File: src/rtl/mpfb_pkg.sv
// shared types and constants of the page framebuffer blitter
package mpfb_pkg;

   localparam int DISPLAY_WIDTH_DEF  = 128;
   localparam int DISPLAY_HEIGHT_DEF = 64;
   localparam int QUEUE_DEPTH_DEF    = 2;

   // signed coordinate width, holds origin plus column plus bit offset
   localparam int COORD_W     = 18;
   localparam int CSR_INDEX_W = 3;
   localparam int CSR_DATA_W  = 16;
   localparam int REQ_DATA_W  = 56;
   localparam int REQ_USER_W  = 3;
   localparam int RSP_DATA_W  = 8;

   localparam logic [CSR_INDEX_W-1:0] CSR_BLIT_X      = 3'd0;
   localparam logic [CSR_INDEX_W-1:0] CSR_BLIT_Y      = 3'd1;
   localparam logic [CSR_INDEX_W-1:0] CSR_BLIT_WIDTH  = 3'd2;
   localparam logic [CSR_INDEX_W-1:0] CSR_BLIT_HEIGHT = 3'd3;
   localparam logic [CSR_INDEX_W-1:0] CSR_BLIT_INK    = 3'd4;

   typedef enum logic [1:0] {
      KIND_PIXEL  = 2'd0,
      KIND_BITMAP = 2'd1,
      KIND_CLEAR  = 2'd2,
      KIND_READ   = 2'd3
   } kind_type;

   typedef enum logic [1:0] {
      OP_PAINT = 2'd0,
      OP_CLEAR = 2'd1,
      OP_READ  = 2'd2
   } op_type;

   typedef enum logic [2:0] {
      B_CLEAR,
      B_IDLE,
      B_PX_RD,
      B_PX_WR,
      B_RD_ISSUE,
      B_RD_DONE
   } back_state_type;

   // one queued job: a paint of up to eight pixels, a clear or a read
   typedef struct packed {
      op_type                     op;
      logic signed [COORD_W-1:0]  x;
      logic signed [COORD_W-1:0]  y;
      logic [7:0]                 mask;
      logic                       on;
      logic [9:0]                 rd_index;
   } entry_type;

   typedef struct packed {
      logic init_busy;
   } back_status_type;

endpackage

File: src/rtl/mpfb_front.sv
// front end: registers, bitmap position tracking and job building
module mpfb_front (
   input  logic                                  clock,
   input  logic                                  reset,
   input  logic                                  req_tvalid,
   output logic                                  req_tready,
   input  logic [mpfb_pkg::REQ_DATA_W-1:0]       req_tdata,
   input  logic [mpfb_pkg::REQ_USER_W-1:0]       req_tuser,
   input  logic                                  csr_we,
   input  logic [mpfb_pkg::CSR_INDEX_W-1:0]      csr_index,
   input  logic [mpfb_pkg::CSR_DATA_W-1:0]       csr_wdata,
   input  mpfb_pkg::back_status_type             back_status,
   input  logic                                  q_full,
   output logic                                  q_push,
   output mpfb_pkg::entry_type                   q_entry
);
   import mpfb_pkg::*;

   logic signed [15:0] blit_x_ff;
   logic signed [15:0] blit_y_ff;
   logic [7:0]         blit_width_ff;
   logic [7:0]         blit_height_ff;
   logic               blit_ink_ff;
   logic [7:0]         blit_row_ff, blit_row_in;
   logic [4:0]         blit_bcol_ff, blit_bcol_in;

   kind_type           kind;
   logic               bitmap_first;
   logic signed [15:0] pixel_x, pixel_y;
   logic               pixel_on;
   logic [7:0]         bitmap_byte;
   logic [9:0]         read_index;
   logic               accept;

   logic [7:0]         cur_row;
   logic [4:0]         cur_bcol;
   logic [7:0]         col_base;
   logic [7:0]         paint_mask;
   logic [5:0]         byte_width;
   logic [5:0]         bcol_next;

   assign kind         = kind_type'(req_tuser[1:0]);
   assign bitmap_first = req_tuser[2];
   assign pixel_x      = req_tdata[15:0];
   assign pixel_y      = req_tdata[31:16];
   assign pixel_on     = req_tdata[32];
   assign bitmap_byte  = req_tdata[40:33];
   assign read_index   = req_tdata[50:41];

   assign req_tready = !q_full && !back_status.init_busy;
   assign accept     = req_tvalid && req_tready;

   always_comb begin
      cur_row    = bitmap_first ? '0 : blit_row_ff;
      cur_bcol   = bitmap_first ? '0 : blit_bcol_ff;
      col_base   = {cur_bcol, 3'b000};
      for (int b = 0; b < 8; b++) begin
         paint_mask[7-b] = bitmap_byte[7-b] && (cur_row < blit_height_ff)
            && (({1'b0, col_base} + 9'(b)) < {1'b0, blit_width_ff});
      end
      byte_width = {1'b0, blit_width_ff[7:3]} + 6'(|blit_width_ff[2:0]);
      bcol_next  = {1'b0, cur_bcol} + 6'd1;
      blit_row_in  = blit_row_ff;
      blit_bcol_in = blit_bcol_ff;
      if (accept && kind == KIND_BITMAP) begin
         if (bcol_next >= byte_width) begin
            blit_bcol_in = '0;
            blit_row_in  = (cur_row == 8'hFF) ? cur_row : cur_row + 8'd1;
         end else begin
            blit_bcol_in = bcol_next[4:0];
            blit_row_in  = cur_row;
         end
      end
   end

   always_comb begin
      q_entry.op       = OP_PAINT;
      q_entry.x        = COORD_W'(pixel_x);
      q_entry.y        = COORD_W'(pixel_y);
      q_entry.mask     = 8'h80;
      q_entry.on       = pixel_on;
      q_entry.rd_index = read_index;
      q_push           = accept;
      case (kind)
         KIND_PIXEL: begin
         end
         KIND_BITMAP: begin
            q_entry.x    = COORD_W'(blit_x_ff) + $signed(COORD_W'(col_base));
            q_entry.y    = COORD_W'(blit_y_ff) + $signed(COORD_W'(cur_row));
            q_entry.mask = paint_mask;
            q_entry.on   = blit_ink_ff;
            q_push       = accept && (paint_mask != '0);
         end
         KIND_CLEAR: q_entry.op = OP_CLEAR;
         KIND_READ:  q_entry.op = OP_READ;
         default: begin
         end
      endcase
   end

   always_ff @(posedge clock) begin
      if (reset) begin
         blit_x_ff      <= '0;
         blit_y_ff      <= '0;
         blit_width_ff  <= 8'd8;
         blit_height_ff <= 8'd8;
         blit_ink_ff    <= 1'b1;
         blit_row_ff    <= '0;
         blit_bcol_ff   <= '0;
      end else begin
         blit_row_ff  <= blit_row_in;
         blit_bcol_ff <= blit_bcol_in;
         if (csr_we) begin
            case (csr_index)
               CSR_BLIT_X:      blit_x_ff      <= csr_wdata;
               CSR_BLIT_Y:      blit_y_ff      <= csr_wdata;
               CSR_BLIT_WIDTH:  blit_width_ff  <= csr_wdata[7:0];
               CSR_BLIT_HEIGHT: blit_height_ff <= csr_wdata[7:0];
               CSR_BLIT_INK:    blit_ink_ff    <= csr_wdata[0];
               default: begin
               end
            endcase
         end
      end
   end

endmodule

File: config.mk
export PLATFORM = sky130hd
export DESIGN_NAME = mpfb_front
export DESIGN_NICKNAME = d
export VERILOG_FILES = /design/src/rtl/mpfb_pkg.sv /design/src/rtl/mpfb_front.sv
export SDC_FILE = /design/constraint.sdc
export NUM_CORES = 1
export LEC_CHECK = 0
export BUFFER_PORTS_ARGS = -buffer_cell sky130_fd_sc_hd__buf_2
export CAP_MARGIN = 20
export CORE_ASPECT_RATIO = 1.4
export CORE_MARGIN = 2
export CORE_UTILIZATION = 42
export DETAILED_ROUTE_END_ITERATION = 12
export PLACE_DENSITY = 0.68
export REMOVE_ABC_BUFFERS = 1
export SLEW_MARGIN = 20
export SYNTH_ARGS = -nofsm -noshare
export SYNTH_HDL_FRONTEND = slang
export SYNTH_SLANG_ARGS = --single-unit
File: constraint.sdc
create_clock -name clock -period 11.3 [get_ports clock]
set_input_delay 2.825 -clock clock [delete_from_list [all_inputs] [get_ports clock]]
set_output_delay 2.825 -clock clock [all_outputs]
set_load 0.03 [all_outputs]
* Word level (Yosys, flattened, before mapping) *
Index checks and enable logic that the tools add are counted.

word-level totals
  bits in registers = 62
  latch bits = 0
  memory bits (writable) = 0
  bits in read-only memories = 0
  input bits = 84
  output and inout bits = 59
  word-level logic and storage cells = 75
  memories kept = 0

operators by class
  $add $sub $neg = 12
  multipliers = 0
  div/mod/pow operators = 0
  $lt $le $gt $ge = 10
  equal/unequal tests = 8
  shift-type cells = 0
  muxes and demuxes = 8
  bitwise operators = 0
  reduce and logical (&&, ||, !) cells = 30

operators by type and width
  kind                                            number
  < comparator 9 x 8 -> 1 bit                     7
  two-way mux 45 bit                              1
  adder 8 x 3 -> 9 bit (second input constant)    4
  adder 16 x 9 -> 17 bit                          2
  two-way mux 8 bit                               3
  logical AND 1 bit                               20
  adder 8 x 2 -> 9 bit (second input constant)    2
  < comparator 8 bit                              2
  two-way mux 5 bit                               2
  AND reduction 2 bit                             5
  adder 8 x 1 -> 9 bit (second input constant)    1
  adder 8 x 1 -> 8 bit (second input constant)    1
  == test 8 bit (second input constant)           1
  nonzero test 8 bit                              1
  adder 5 x 1 -> 6 bit                            1
  adder 5 x 1 -> 6 bit (second input constant)    1
  == test 3 x 2 -> 1 bit (second input constant)  2
  >= comparator 6 bit                             1
  == test 2 bit (second input constant)           2
  one-hot mux 2 bit (2 select lines)              1
  == test 3 x 1 -> 1 bit (second input constant)  1
  == test 3 bit (second input constant)           1
  zero test 3 bit                                 1
  OR reduction 3 bit                              1
  other kinds (3)                                 4

* Depth between registers and ports, before layout *
  depth after elaboration = 7
  depth in mapped cells = 12
  depth with buffers taken out = 11

* Worst setup path after synthesis *
OpenSTA, ideal clock, no wires.

  path kind = in2out
  from = input req_tuser[2] (netlist name)
  to = output q_entry[54] (netlist name)
  arrival = 5.235 ns
  required time = 8.475 ns
  slack = 3.240 ns
  stages = 9
  path buffers = 2
  cell sequence = clkbuf_1 nor2b_1 ha_1 nor3_1 a211oi_1 a21oi_1 o21ai_0 o21ai_0 buf_4

RTL lines
  element          line              source
  start, declared  mpfb_front.sv:8   input logic [mpfb_pkg::REQ_USER_W-1:0] req_tuser,
  end, declared    mpfb_front.sv:15  output mpfb_pkg::entry_type q_entry

==> impl_results.md <==
* Pre-CTS setup slack at 3.07 ns
* Post-Synth XOR/XNOR Area at 5.35%
* Final wirelength at 12.1 mm
* Total CTS buffers at 9
* Drt pass-1 iters at 5
* Placeable Area at 10800 µm²
* CTS tree: yes
* DIE WIDTH at 92.3 µm
* CP endpoint kind: output pin
* First-pass GRT wire length at 19.1 mm
* Max-cap viol count at 0
* Status: completed
* Pwr dens at 114 nW/µm²
* Worst Tran Pin Value at 0.995 ns
* Worst vdd ir at 0.0644 mV
* Post-route DRC violation count at 0
* EDFF count, synth at 0
* Synth area leaders: dfxtp_1 27%, nand2_1 14%, ha_1 8.5%, a21oi_1 7.3%, xnor2_1 3.1%
* Combinational Power Share at 15.0%
* Clock H-tree levels at 3
* Final std cells w/o fill at 867
* Avg Cell Area, Syn at 7.24 µm²
* Fmax at 121 MHz
* Hold bufs inserted after CTS at 0
* Total number of vias at 4550
* Slew Limit Headroom at 33.4%
* Vias in the first global route at 4218
* CP top delay family: compound AO/OA/AOI/OAI gates
* Sw Share at 26.9%
* Largest family of logic cells by synthesized area: simple AND/OR/NAND/NOR gates
* PortBufs at 117
* Synthesized cell area at 4580 µm²
* Clock sinks at 62
* Post-route cell area at 5480 µm²
* Ys flop type: dfxtp_1
* Final critical-path share of the clock period at 73.0%
* Static Leakage at 2.32 nW
* Post-synth top area share at 27.1%
* Setup CP Type: in -> out
* Clk slew on worst S/H paths at 0.05 ns
* Post_cts resized at 0
* Clk pwr share at 48.6%
* Routed len/inst at 13.9 µm
* RePlAce Congestion at 0.833
* Total GRT Usage at 20.2%
* Multiplexer share of the synthesized area at 1.31%
* I/O pin count at 143
* Synthesis-to-finish area growth at 19.6%
* Placement Rows at 45
* Post-Synth Adder-Cell Area at 9.80%
* Largest net degree at the start of global routing at 65
* Initial Utilization at 42.6%
* Max-slew violation count at 0
* Cells after DPL at 851
* Clk buf depth at 2
* Min Tclk post-route at 8.25 ns
* Critical path's largest stage delay at 0.52 ns
* Worst-path fanout max at 18
* Detail Placement HPWL at 9.40 mm
* Filler cell count at 1045
* DIE HEIGHT at 128 µm
* Syn Inst Count at 633
* Drt via density at 5.25
* Clock latency at the later pin of the worst-skew pair at 0.33 ns
* Initial antenna violation count at 0
* Distinct cells, synth at 69
* YS warnings at 0
* Final Util at 51.0%
* Simple-Gate Fraction of Synth Area at 28.3%
* Setup Buffers After CTS at 0
* Drt first-iter violations at 283
* P_sw at 168 µW
* Setup TNS at 0 ns
* RSZ-0062 raised after global routing: no
* Worst Skew at 0.00990 ns
* Total grt overflow at 0
* Worst-path cell chain: buf_2, nor2b_2, nand2_1, fa_1, nor2b_1, o21ai_0, a21boi_0, o2111ai_1, xor2_1, o21ai_0, buf_2
* Crit path max-delay cell type: a21boi_0
* Fraction of registers with async set/reset at 0%
* Area leader, netlist: dfxtp_1
* Critical Path RT at 8.48 ns
* Diode count at 0
* Worst Hold Class: reg -> reg
* Pint at 455 µW
* Worst Setup Start Kind: primary input
* Setup violators final at 0
* Die area at 11800 µm²
* Data arrival time of the critical path at 5.42 ns
* Placed inst area at 5150 µm²
* Sequential area share after synthesis at 27.1%
* Seq pwr share at 36.3%
* Final WS setup at 3.05 ns
* Synth Area in Compound Gates at 21.3%
* Fin nets at 838
* Crit path buf inv count at 2
* Antenna Nets Post-Route at 0
* CTS Root Cell: clkbuf_16
* Share of layout cells above drive strength 1 at 20.8%
* FF+latch count, synth at 62
* Count of final hold-check violations at 0
cells by family after synthesis:
family	Yosys count
multiplexers	6
buffers and inverters	69
flip-flops	62
adder cells (fa/ha/maj)	35
AO/OA/AOI/OAI	154
AND/OR/NAND/NOR	279
XOR/XNOR	28
metal layers:
layer,vias to the layer above,share of wire [%],track usage [%]
met4,0,1.9,6.50
met3,14,6.1,5.31
met1,2056,39,21.8
li1,2342,-,-
met5,-,0,0
met2,138,53,37.8
stage by stage:
step                total power, mW  hold slack, ns
floorplan                     0.287           0.421
global route                  0.645           0.471
global placement              0.323           0.436
CTS                           0.627           0.456
finish                        0.623           0.455
detailed placement            0.325           0.448
final cells by class:
class / count / area, µm² / area share (%)
Multi-Input combinational cell: 502 / 3030 / 55.3
Sequential cell: 62 / 1240 / 22.6
Timing Repair Buffer: 119 / 601 / 11.0
Clock buffer: 10 / 239 / 4.36
Tap cell: 141 / 176 / 3.22
Inverter: 27 / 101 / 1.85
Clock inverter: 6 / 93.8 / 1.71
cell usage after synthesis, types with 7 or more instances:
master and n:
nor2_1 18, nand3_1 20, xor2_1 12, a21oi_1 67, nor2b_1 14, o21ai_1 9
ha_1 31, dfxtp_1 62, o21ai_0 26, and3_1 9, buf_4 13, clkbuf_1 28
inv_1 27, nand2_1 166, xnor2_1 16, nor3_1 7
registers in the layout, indices dropped and copies added (netlist names):
register	count
blit_row_ff	8
blit_bcol_ff	5
blit_x_ff	16
blit_width_ff	8
blit_height_ff	8
blit_y_ff	16
blit_ink_ff	1
power groups by stage:
stage | combinational [mW] | clock (mW) | sequential (mW)
final | 0.0937 | 0.303 | 0.226
after global routing | 0.102 | 0.316 | 0.227
after CTS | 0.0942 | 0.307 | 0.226
after detailed placement | 0.0938 | 0 | 0.231
after global placement | 0.0924 | 0 | 0.231
after floorplan | 0.0567 | 0 | 0.230
path summary, 6_finish.rpt:
kind | endpoint | start | depth (start not counted) | slack (ns)
hold reg to reg | blit_height_ff[6]$_SDFFE_PP0P_ | blit_height_ff[6]$_SDFFE_PP0P_ | 2 | 0.45
setup reg to reg | blit_row_ff[7]$_SDFFE_PP0P_ | blit_width_ff[1]$_SDFFE_PP0P_ | 10 | 8.38
setup / recovery | q_entry[48] | req_tuser[2] | 11 | 3.05
hold / removal | blit_height_ff[6]$_SDFFE_PP0P_ | blit_height_ff[6]$_SDFFE_PP0P_ | 2 | 0.45
cells in the final DEF, fill, tap and decap left out, types with 3 or more instances in the layout:
cell | Yosys | final
nor2b_1 | 14 | 14
nand3_1 | 20 | 20
o21a_1 | 6 | 6
xor2_1 | 12 | 12
mux2i_1 | 6 | 6
xnor2_1 | 16 | 16
dfxtp_1 | 62 | 62
and2_1 | 5 | 5
a21o_1 | 5 | 5
o211ai_1 | 6 | 6
nand2_1 | 166 | 166
nor2_1 | 18 | 18
o31ai_1 | 3 | 3
o21ai_0 | 26 | 26
a31oi_1 | 3 | 3
o21ai_1 | 9 | 9
nand2b_1 | 6 | 5
or2_2 | 3 | 3
nor3_1 | 7 | 7
nand3b_1 | 4 | 4
a21oi_1 | 67 | 67
a211o_1 | 3 | 3
nand4_1 | 4 | 4
ha_1 | 31 | 31
a211oi_1 | 4 | 4
buf_2 | 0 | 117
or3_1 | 4 | 4
and3_1 | 9 | 9
clkbuf_16 | 0 | 9
inv_1 | 27 | 27
worst register-to-register path: cells and delay by family (launching register included):
family | cells | cell delay [ns]
adder cells (fa/ha/maj) | 3 | 0.65
multiplexers | 1 | 0.19
XOR/XNOR | 1 | 0.08
AO/OA/AOI/OAI | 1 | 0.44
flip-flops | 1 | 0.39
AND/OR/NAND/NOR | 4 | 1.10
Power figures use the tool's default switching activity.
