**src/rtl/mpfb_pkg.sv**
```systemverilog
// shared types and constants of the page framebuffer blitter
package mpfb_pkg;

   localparam int DISPLAY_WIDTH_DEF  = 128;
   localparam int DISPLAY_HEIGHT_DEF = 64;
   localparam int QUEUE_DEPTH_DEF    = 2;

   // signed coordinate width, holds origin plus column plus bit offset
   localparam int COORD_W     = 18;
   localparam int CSR_INDEX_W = 3;
   localparam int CSR_DATA_W  = 16;
   localparam int REQ_DATA_W  = 56;
   localparam int REQ_USER_W  = 3;
   localparam int RSP_DATA_W  = 8;

   localparam logic [CSR_INDEX_W-1:0] CSR_BLIT_X      = 3'd0;
   localparam logic [CSR_INDEX_W-1:0] CSR_BLIT_Y      = 3'd1;
   localparam logic [CSR_INDEX_W-1:0] CSR_BLIT_WIDTH  = 3'd2;
   localparam logic [CSR_INDEX_W-1:0] CSR_BLIT_HEIGHT = 3'd3;
   localparam logic [CSR_INDEX_W-1:0] CSR_BLIT_INK    = 3'd4;

   typedef enum logic [1:0] {
      KIND_PIXEL  = 2'd0,
      KIND_BITMAP = 2'd1,
      KIND_CLEAR  = 2'd2,
      KIND_READ   = 2'd3
   } kind_type;

   typedef enum logic [1:0] {
      OP_PAINT = 2'd0,
      OP_CLEAR = 2'd1,
      OP_READ  = 2'd2
   } op_type;

   typedef enum logic [2:0] {
      B_CLEAR,
      B_IDLE,
      B_PX_RD,
      B_PX_WR,
      B_RD_ISSUE,
      B_RD_DONE
   } back_state_type;

   // one queued job: a paint of up to eight pixels, a clear or a read
   typedef struct packed {
      op_type                     op;
      logic signed [COORD_W-1:0]  x;
      logic signed [COORD_W-1:0]  y;
      logic [7:0]                 mask;
      logic                       on;
      logic [9:0]                 rd_index;
   } entry_type;

   typedef struct packed {
      logic init_busy;
   } back_status_type;

endpackage

```
**src/rtl/mpfb_queue.sv**
```systemverilog
// short job queue between front and back
module mpfb_queue #(
   parameter int DEPTH = 2
) (
   input  logic                clock,
   input  logic                reset,
   input  logic                push,
   input  mpfb_pkg::entry_type push_entry,
   output logic                full,
   input  logic                pop,
   output logic                head_valid,
   output mpfb_pkg::entry_type head
);
   import mpfb_pkg::*;

   localparam int PTR_W = (DEPTH > 1) ? $clog2(DEPTH) : 1;
   localparam int CNT_W = $clog2(DEPTH + 1);

   entry_type              slots_ff [DEPTH];
   logic [PTR_W-1:0]       wr_ptr_ff, wr_ptr_in;
   logic [PTR_W-1:0]       rd_ptr_ff, rd_ptr_in;
   logic [CNT_W-1:0]       count_ff, count_in;

   assign full       = (count_ff == CNT_W'(DEPTH));
   assign head_valid = (count_ff != '0);
   assign head       = slots_ff[rd_ptr_ff];

   always_comb begin
      wr_ptr_in = wr_ptr_ff;
      rd_ptr_in = rd_ptr_ff;
      count_in  = count_ff;
      if (push) begin
         wr_ptr_in = (wr_ptr_ff == PTR_W'(DEPTH - 1)) ? '0 : wr_ptr_ff + 1'b1;
      end
      if (pop) begin
         rd_ptr_in = (rd_ptr_ff == PTR_W'(DEPTH - 1)) ? '0 : rd_ptr_ff + 1'b1;
      end
      if (push && !pop) begin
         count_in = count_ff + 1'b1;
      end else if (pop && !push) begin
         count_in = count_ff - 1'b1;
      end
   end

   always_ff @(posedge clock) begin
      if (reset) begin
         wr_ptr_ff <= '0;
         rd_ptr_ff <= '0;
         count_ff  <= '0;
      end else begin
         wr_ptr_ff <= wr_ptr_in;
         rd_ptr_ff <= rd_ptr_in;
         count_ff  <= count_in;
      end
   end

   always_ff @(posedge clock) begin
      if (push) begin
         slots_ff[wr_ptr_ff] <= push_entry;
      end
   end

   a_no_push_full: assert property (@(posedge clock) disable iff (reset)
      !(push && full && !pop))
      else $error("queue overflow");
   a_no_pop_empty: assert property (@(posedge clock) disable iff (reset)
      !(pop && !head_valid))
      else $error("queue underflow");
   a_count_step: assert property (@(posedge clock) disable iff (reset)
      (push && !pop) |=> (count_ff == $past(count_ff) + 1'b1))
      else $error("queue count lost a push");

endmodule

```
**config.mk**
```make
export PLATFORM = sky130hd
export DESIGN_NAME = mpfb_queue
export DESIGN_NICKNAME = d
export VERILOG_FILES = /design/src/rtl/mpfb_pkg.sv /design/src/rtl/mpfb_queue.sv
export SDC_FILE = /design/constraint.sdc
export NUM_CORES = 1
export LEC_CHECK = 0
export BUFFER_PORTS_ARGS = -buffer_cell sky130_fd_sc_hd__buf_4
export CAP_MARGIN = 5
export CORE_MARGIN = 8
export CORE_UTILIZATION = 35
export DETAILED_ROUTE_END_ITERATION = 10
export SETUP_SLACK_MARGIN = 0.15
export SYNTH_ARGS = -nofsm -noshare
export SYNTH_HDL_FRONTEND = slang
export SYNTH_SLANG_ARGS = --single-unit
```
**constraint.sdc**
```tcl
create_clock -name clock -period 3.1 [get_ports clock]
set_input_delay 0 -clock clock [delete_from_list [all_inputs] [get_ports clock]]
set_output_delay 0 -clock clock [all_outputs]
set_load 0.005 [all_outputs]
```
Yosys cells after proc, flatten, opt, wreduce, memory -nomap -nowiden
Memory sizes are Yosys's and may differ from the RTL's. A register that Yosys moved wholly into a read port is not among the register bits.
Index checks and enable logic that the tools add are counted.
{"block": "totals", "mem_bits_rw": 114, "n_memories": 1, "inputBits": 61, "reg_bits": 4, "word_cells": 23, "out_inout_bits": 59}
{"block": "classes", "addsub": 4, "n_mux": 8, "n_reduce_logical": 6, "eq_ne": 1}
{"name": "slots_ff", "words": 2, "word_bits": 57, "rd": 1, "rd_clocked_by_memory_dff": 1, "write_ports": 1, "line": "mpfb_queue.sv:19", "source": "entry_type slots_ff [DEPTH];"}
{"op": "2-to-1 mux 1 bit", "count": 6}
{"op": "2-to-1 mux 2 bit", "count": 2}
{"op": "nonzero test 2 bit", "count": 2}
{"op": "adder 1 bit (second input constant)", "count": 2}
{"op": "adder 2 x 1 -> 2 bit (second input constant)", "count": 1}
{"op": "== test 2 bit (second input constant)", "count": 1}
{"op": "logical AND 1 bit", "count": 2}
{"op": "zero test 1 bit", "count": 2}
{"op": "subtractor 2 x 1 -> 2 bit (second input constant)", "count": 1}

Longest topological paths before layout
Gate-level depths: netlist of the first run.
{"block": "logic_depth", "depth_word": 4, "mapped_depth": 5, "mapped_depth_nobuf": 5}

Worst setup path after synthesis of the first run
No wires, ideal clock.
{"block": "synth_path", "path_type": "reg-to-reg", "from": "reg wr_ptr_ff", "to": "mem slots_ff[0][0] (netlist bit) (enable)", "setup_time_ps": 479, "t_required_ps": 2621, "t_arrival_ps": 2866, "n_path_buf": 0, "path_stages_with_launch": 2, "path_slack_ps": -245, "period_less_slack_ps": 3345, "cell_sequence": "dfxtp_1 > nor2b_1"}
{"element": "start, declared", "line": "mpfb_queue.sv:20", "source": "logic [PTR_W-1:0] wr_ptr_ff, wr_ptr_in;"}
{"element": "start signal, assigned", "line": "mpfb_queue.sv:51", "source": "wr_ptr_ff <= wr_ptr_in;"}
{"element": "end, declared", "line": "mpfb_queue.sv:19"}
No word-level cell before the write port.

==> implementation parameters, run 1 <==
Parameter                              Value

Worst setup path
  Startpoint-to-endpoint class of the critical path ... reg -> out
  Critical path fanouts, max ... 29
  Buffers and inverters on the worst path ... 2
  Required time of the critical path ... 3.10 ns
  Startpoint kind of the worst setup timing path ... register
  Worst endpoint data arrival time ... 2.05 ns
  Slowest cell delay on critical path ... 0.81 ns
  Cell Chain, Critical Path ... buf_12 > mux2_2 > buf_4
  Cell class contributing the biggest share of worst-path delay ... flip-flops
  Category of the worst setup path capture point ... output pin
  Critical Path Slowest Stage Cell ... sky130_fd_sc_hd__dfxtp_2

GRT
  GRT Resource Usage Total ... 0.117
  Pin count of the biggest net entering global routing ... 34
  Overall overflow remaining after global route ... 0
  Number of antenna violations at the first check in global routing ... 0
  GR Layer Usage met3 ... 0.0707
  GRT Max-Usage Layer ... met2
  Number of global-route vias before repair ... 2795
  GR Util met1 ... 0.129
  First-pass GRT wire length ... 14.2 mm
  Met2 track utilization from global routing ... 0.180

Route
  Count of routing violations after the opening detailed-route iteration ... 174
  Residual DRC ... 0
  Ratio of routed vias to standard cells ... 4.29
  Routed WL per cell ... 15.7 µm
  Number of vias in the routed layout ... 2472
  Count of antenna-violating nets left after detailed routing ... 0
  Routed wire length ... 9.04 mm
  First-pass detailed-route iteration total ... 4

Power
  Maximum vdd drop ... 0.268 mV
  Power per cell area ... 620 nW/µm²
  Leakage Power ... 0.00249 µW

Placed design
  Pre-CTS worst setup slack ... 1.43 ns
  Sum of net half-perimeters after detailed placement ... 5.86 mm
  Cell area after placement ... 5440 µm²
  PortBufs ... 119
  Placed Cells ... 484
  GP Congestion ... 0.658

Clocking
  Clock root buffer ... sky130_fd_sc_hd__clkbuf_16
  Clock tree buffer depth ... 2
  Post-CTS resize count ... 0
  Number of H-tree levels ... 4
  Clock transition at the register clock pins on the worst setup and hold paths after CTS ... 0.05 ns
  Post-CTS Setup Bufs ... 0
  Clk sink count ... 119
  TritonCTS clock tree ... yes
  Num CTS Buffers ... 17
  Source-to-sink clock delay at the later pin of the worst-skew pair ... 0.40 ns

Layout
  Number of antenna diodes ... 0
  Multi-input gate area ... 757 µm²
  Post-layout instance count excluding filler cells ... 576
  Final design area excluding fillers ... 6560 µm²
  Area growth from synthesis to layout ... 51.6%
  Fill count ... 988
  Number of nets in the finished design ... 458
  Sequential cell area ... 3520 µm²
  Share of layout cells above drive strength 1 ... 0.500

Synthesis
  Share of synthesized registers carrying an async set or reset ... 0
  Top post-synthesis cells by count ... sky130_fd_sc_hd__edfxtp_1 (114), sky130_fd_sc_hd__mux2_2 (57), sky130_fd_sc_hd__dfxtp_1 (5), sky130_fd_sc_hd__nor2_1 (4), sky130_fd_sc_hd__buf_6 (3)
  Number of different library cells in the post-synthesis netlist ... 18
  Synth area leaders ... sky130_fd_sc_hd__edfxtp_1 (79%), sky130_fd_sc_hd__mux2_2 (15%), sky130_fd_sc_hd__dfxtp_1 (2.3%), sky130_fd_sc_hd__buf_6 (0.78%), sky130_fd_sc_hd__xnor2_1 (0.40%)
  Count of warnings emitted by yosys ... 0
  Most frequent cell after synthesis ... sky130_fd_sc_hd__edfxtp_1
  Sequential share of the synthesized area ... 0.814
  Netlist area before placement ... 4330 µm²
  Biggest area consumer among synthesized cells ... sky130_fd_sc_hd__edfxtp_1
  Primary flip-flop cell chosen by synthesis mapping ... sky130_fd_sc_hd__edfxtp_1
  Mapped Cells ... 199
  Number of flops mapped to enable cells by yosys ... 114
  Post-synthesis sequential element count ... 119
  Synth top area share ... 0.791
  Syn_nets ... 261
  Mean instance size in the synthesized netlist ... 21.7 µm²

Timing
  Worst clock skew ... 0.00656 ns
  Setup WS post-layout ... 1.05 ns
  Tightest slew margin relative to the limit ... 0.504
  RSZ-0062 raised after global routing ... no
  Tightest Pin Transition ... 0.745 ns
  Final count of negative-setup-slack endpoints ... 0
  F_max ... 489 MHz
  Final count of pins violating max slew ... 0
  Final total negative setup slack ... 0 ns
  Minimum clock period ... 2.05 ns
  Hold Vio Cnt, Final ... 0
  Fraction of the cycle the final worst path needs ... 0.660

Worst hold path
  Min-delay worst type ... in -> reg

Floorplan
  Die Y-Extent ... 127 µm
  Horizontal die dimension ... 127 µm
  # IOs ... 120
  Area enclosed by the die boundary ... 16200 µm²
  Row count ... 40
  Starting density of the core ... 0.359
  Floorplan Core Area ... 12100 µm²

Run status
  Outcome ... finished, final reports clean

Run
  Number of max-cap violations ... 0
## cell type report
| cell class | instances | share of cell area |
|---|---|---|
| flip-flops and latches | 119 | 0.537 |
| repair buffers | 184 | 0.238 |
| multi-input cells | 73 | 0.115 |
| clock buffers | 23 | 0.0683 |
| well taps | 168 | 0.0320 |
| clock inverters | 8 | 0.00877 |
| inverters | 1 | 0.000572 |
## registers in the layout, indices dropped and copies added, names as in the netlist, named ones only
signal     flops
slots_ff     114
count_ff       2
rd_ptr_ff      1
wr_ptr_ff      1
## power breakdown
group / total [µW] / leakage [µW] / switching [µW] / internal (µW)
Clock: 1670 / 0.000244 / 595 / 1070
Sequential: 1920 / 0.00111 / 38.6 / 1880
Combinational: 484 / 0.00113 / 182 / 302
## layer usage
layer	vias to the layer above	routed length [µm]
li1	1173	-
met1	1199	3770
met2	86	4330
met3	14	813
met4	0	124
met5	-	0
## cell usage in the layout (no fill, tap or decap)
cell type / count
sky130_fd_sc_hd__nor2_1: 4
sky130_fd_sc_hd__clkbuf_1: 6
sky130_fd_sc_hd__or3_1: 1
sky130_fd_sc_hd__bufinv_16: 1
sky130_fd_sc_hd__nor2b_4: 1
sky130_fd_sc_hd__buf_12: 2
sky130_fd_sc_hd__buf_4: 121
sky130_fd_sc_hd__dfxtp_1: 4
sky130_fd_sc_hd__dfxtp_2: 1
sky130_fd_sc_hd__clkinv_1: 6
sky130_fd_sc_hd__edfxtp_1: 114
sky130_fd_sc_hd__and2b_2: 1
sky130_fd_sc_hd__inv_1: 1
sky130_fd_sc_hd__mux2_2: 57
sky130_fd_sc_hd__and2_2: 1
sky130_fd_sc_hd__clkinv_2: 1
sky130_fd_sc_hd__clkbuf_16: 17
sky130_fd_sc_hd__xor2_1: 2
sky130_fd_sc_hd__a21oi_1: 1
sky130_fd_sc_hd__or2_2: 1
sky130_fd_sc_hd__ha_1: 1
sky130_fd_sc_hd__o21ai_0: 1
sky130_fd_sc_hd__dlygate4sd3_1: 61
sky130_fd_sc_hd__xnor2_1: 2
## worst register-to-register path: stages (launching register included)
cell	delay, ns
sky130_fd_sc_hd__dfxtp_1	0.40
sky130_fd_sc_hd__and2_2	0.62
sky130_fd_sc_hd__buf_12	0.30
## kinds of logic after synthesis
family,synth area share
flip-flops,0.814
multiplexers,0.148
AND/OR/NAND/NOR,0.0113
buffers and inverters,0.0127
XOR/XNOR,0.00810
AO/OA/AOI/OAI,0.00231
adder cells (fa/ha/maj),0.00289
## repair_timing
item / in CTS / in global routing
setup endpoints to repair: 0 / 0
hold endpoints to repair: 119 / 0
hold buffers: 61 / 0
## path summary, 6_finish.rpt
check / start / to / slack [ns] / cells after the start
hold reg to reg: count_ff[1]$_SDFFE_PP0P_ / count_ff[1]$_SDFFE_PP0P_ / 0.50 / 2
setup reg to reg: wr_ptr_ff$_SDFFE_PP0P_ / slots_ff[1][4]$_DFFE_PP_ / 1.45 / 2
setup / recovery: register / head[13] / 1.05 / 3
hold / removal: push_entry[47] / slots_ff[0][47]$_DFFE_PP_ / 0.32 / 2
## stage by stage
stage / hold WS (ns) / util / total power, µW
floorplan: 0.0691 / - / 2120
global placement: 0.186 / 0.451 / 2370
detailed placement: 0.188 / 0.451 / 2380
CTS: 0.298 / 0.544 / 4140
global route: 0.304 / 0.544 / 4240
finish: 0.323 / 0.544 / 4070
(Power assumes the default switching activity.)
==> run 2, diff against run 1 <==
==> constraint.sdc (replaced) <==
create_clock -name clock -period 2.1 [get_ports clock]
set_input_delay 0 -clock clock [delete_from_list [all_inputs] [get_ports clock]]
set_output_delay 0 -clock clock [all_outputs]
set_load 0.005 [all_outputs]
==> implementation parameters, run 2 (synthesis gave the netlist of run 1 again) <==
Parameter                              Value

Worst setup path
  Required time of the critical path ... 2.10 ns (-1.00 ns)
  Setup slack of the worst register-to-register path ... 0.84 ns (-0.61 ns)
  Worst endpoint data arrival time ... 1.60 ns (-0.45 ns)
  Reg-to-Reg End ... slots_ff[1][21]$_DFFE_PP_
  Reg2Reg Depth ... 2 (unchanged)
  Startpoint-to-endpoint class of the critical path ... reg -> out
  Capture point of the critical path ... head[37]
  Startpoint of the worst-slack reg-to-reg timing path ... wr_ptr_ff$_SDFFE_PP0P_
  Category of the worst setup path capture point ... output pin
  Startpoint kind of the worst setup timing path ... register
  Critical path fanouts, max ... 57 (+97%)

Clocking
  Num CTS Buffers ... 17 (unchanged)
  Clk sink count ... 119 (unchanged)
  Post-CTS resize count ... 0 (unchanged)
  Post-CTS Hold Buffers ... 61 (unchanged)
  TritonCTS clock tree ... yes
  Post-CTS Setup Bufs ... 0 (unchanged)
  Clock transition at the register clock pins on the worst setup and hold paths after CTS ... 0.06 ns (about the same)
  Clock tree buffer depth ... 2 (unchanged)
  Source-to-sink clock delay at the later pin of the worst-skew pair ... 0.40 ns (about the same)
  Clock root buffer ... sky130_fd_sc_hd__clkbuf_16
  Number of H-tree levels ... 4 (unchanged)

Timing
  Tightest slew margin relative to the limit ... 0.771 (+0.268)
  Tightest Pin Transition ... 0.343 ns (-0.401 ns)
  Fraction of the cycle the final worst path needs ... 0.760
  Final count of pins violating max slew ... 0 (unchanged)
  Worst clock skew ... 0.00643 ns (-0.000133 ns)
  F_max ... 626 MHz
  Final count of negative-setup-slack endpoints ... 0 (unchanged)
  RSZ-0062 raised after global routing ... no
  Hold Vio Cnt, Final ... 0 (unchanged)
  Minimum clock period ... 1.60 ns
  Final total negative setup slack ... 0 ns (unchanged)

Run status
  Outcome ... finished, final reports clean

Layout
  Sequential cell area ... 3520 µm² (unchanged)
  Final design area excluding fillers ... 6640 µm² (+1.3%)
  Largest registers in the final layout ... slots_ff: 114 flops, count_ff: 2 flops
  Leading cell types in the layout, fill and taps excluded ... sky130_fd_sc_hd__buf_4 (119), sky130_fd_sc_hd__edfxtp_1 (114), sky130_fd_sc_hd__dlygate4sd3_1 (61), sky130_fd_sc_hd__mux2_2 (57), sky130_fd_sc_hd__clkbuf_16 (17)
  Number of antenna diodes ... 0 (unchanged)
  Multi-input gate area ... 757 µm² (unchanged)
  Largest register FFs ... 114 (unchanged)
  Area growth from synthesis to layout ... 53.6%
  Share of layout cells above drive strength 1 ... 0.520 (+0.0196)
  Fill count ... 967 (-2.1%)
  Number of nets in the finished design ... 457 (-0.22%)
  Post-layout instance count excluding filler cells ... 576 (unchanged)
  Most flop-heavy register ... slots_ff
  Leading cell type in the layout, fill and taps excluded ... sky130_fd_sc_hd__buf_4

Route
  Residual DRC ... 0 (unchanged)
  First-pass detailed-route iteration total ... 4 (unchanged)
  Routed wire length ... 8.94 mm (-1.1%)
  Ratio of routed vias to standard cells ... 4.30 (+0.24%)
  Count of antenna-violating nets left after detailed routing ... 0 (unchanged)
  Number of vias in the routed layout ... 2478 (+0.24%)
  Routed WL per cell ... 15.5 µm (-1.1%)
  Count of routing violations after the opening detailed-route iteration ... 114 (-34%)

Power
  Clk pwr share ... 0.444 (+0.034)
  Maximum vdd drop ... 0.531 mV (+98%)
  Internal power ... 5100 µW (+57%)
  Leakage Power ... 0.00252 µW (+1.6%)
  Power after layout ... 6370 µW (+57%)
  Power per cell area ... 959 nW/µm² (+55%)
  Fraction of power spent switching nets ... 0.199 (-0.00101)
  Sequential Power Share ... 0.440 (-0.031)
  P_sw ... 1270 µW (+56%)
  Power share of the combinational group ... 0.116 (-0.003)

Placed design
  PortBufs ... 119 (unchanged)
  Sum of net half-perimeters after detailed placement ... 5.31 mm (-9.4%)
  Placed Cells ... 483 (-0.21%)
  GP Congestion ... 0.667 (+1.4%)
  Cell area after placement ... 5450 µm² (about the same)

GRT
  Number of global-route vias before repair ... 2766 (-1.0%)
  Number of antenna violations at the first check in global routing ... 0 (unchanged)
  GRT Resource Usage Total ... 0.115 (-0.00284)
  Pin count of the biggest net entering global routing ... 58 (+71%)
  First-pass GRT wire length ... 14.2 mm (about the same)
  Overall overflow remaining after global route ... 0 (unchanged)

Floorplan
  Starting density of the core ... 0.359 (unchanged)
  Horizontal die dimension ... 127 µm (unchanged)
  Area enclosed by the die boundary ... 16200 µm² (unchanged)
  # IOs ... 120 (unchanged)
  Row count ... 40 (unchanged)
  Floorplan Core Area ... 12100 µm² (unchanged)
  Die Y-Extent ... 127 µm (unchanged)

Worst hold path
  Hold wc startpoint ... push_entry[5]
  Min-delay worst type ... in -> reg

Run
  Number of max-cap violations ... 0 (unchanged)
[run 2: metrics by stage]
step	util	setup slack, ns	hold slack, ns
2_1_floorplan	-	0.487	0.0691
3_3_place_gp	0.452	0.838	0.186
3_5_place_dp	0.452	0.847	0.190
4_1_cts	0.551	0.463	0.296
5_1_grt	0.551	0.426	0.306
6_report	0.551	0.503	0.319
[run 2: worst min-delay path by stage]
| stage | endpoint | slack (ns) | cells after the start |
|---|---|---|---|
| 6_report | slots_ff[1][5]$_DFFE_PP_ | 0.32 | 2 |
| 3_5_place_dp | slots_ff[1][8]$_DFFE_PP_ | 0.19 | 1 |
| 5_1_grt | slots_ff[1][5]$_DFFE_PP_ | 0.31 | 2 |
| 3_3_place_gp | slots_ff[0][5]$_DFFE_PP_ | 0.19 | 1 |
| 2_1_floorplan | count_ff[1]$_SDFFE_PP0P_ | 0.07 | 1 |
| 4_1_cts | slots_ff[1][5]$_DFFE_PP_ | 0.30 | 2 |
[run 2: power groups by stage]
stage / clock (µW) / sequential (µW) / combinational, µW
global route: 3010 / 2820 / 799
finish: 2830 / 2810 / 737
global placement: 0 / 2850 / 657
CTS: 2910 / 2810 / 756
detailed placement: 0 / 2850 / 659
floorplan: 0 / 2840 / 288
[run 2: critical path: stages, from the launching register on]
cell and delay, ns:
sky130_fd_sc_hd__dfxtp_2 0.33, sky130_fd_sc_hd__buf_12 0.30, sky130_fd_sc_hd__mux2_2 0.42, sky130_fd_sc_hd__buf_4 0.15
[run 2: area by class of cell]
type | count | area share
Tap cell | 168 | 0.0316
Sequential cell | 119 | 0.531
Clock buffer | 22 | 0.0684
Inverter | 1 | 0.000565
Clock inverter | 10 | 0.0196
Multi-Input combinational cell | 73 | 0.114
Timing Repair Buffer | 183 | 0.235
[run 2: routing by layer]
metal | routed length (µm) | track usage | vias up | share of wire
met4 | 75 | 0.0504 | 0 | 0.0084
met2 | 4560 | 0.189 | 79 | 0.51
met1 | 3700 | 0.126 | 1213 | 0.41
met3 | 611 | 0.0507 | 9 | 0.068
met5 | 0 | 0 | - | 0
li1 | - | - | 1177 | -
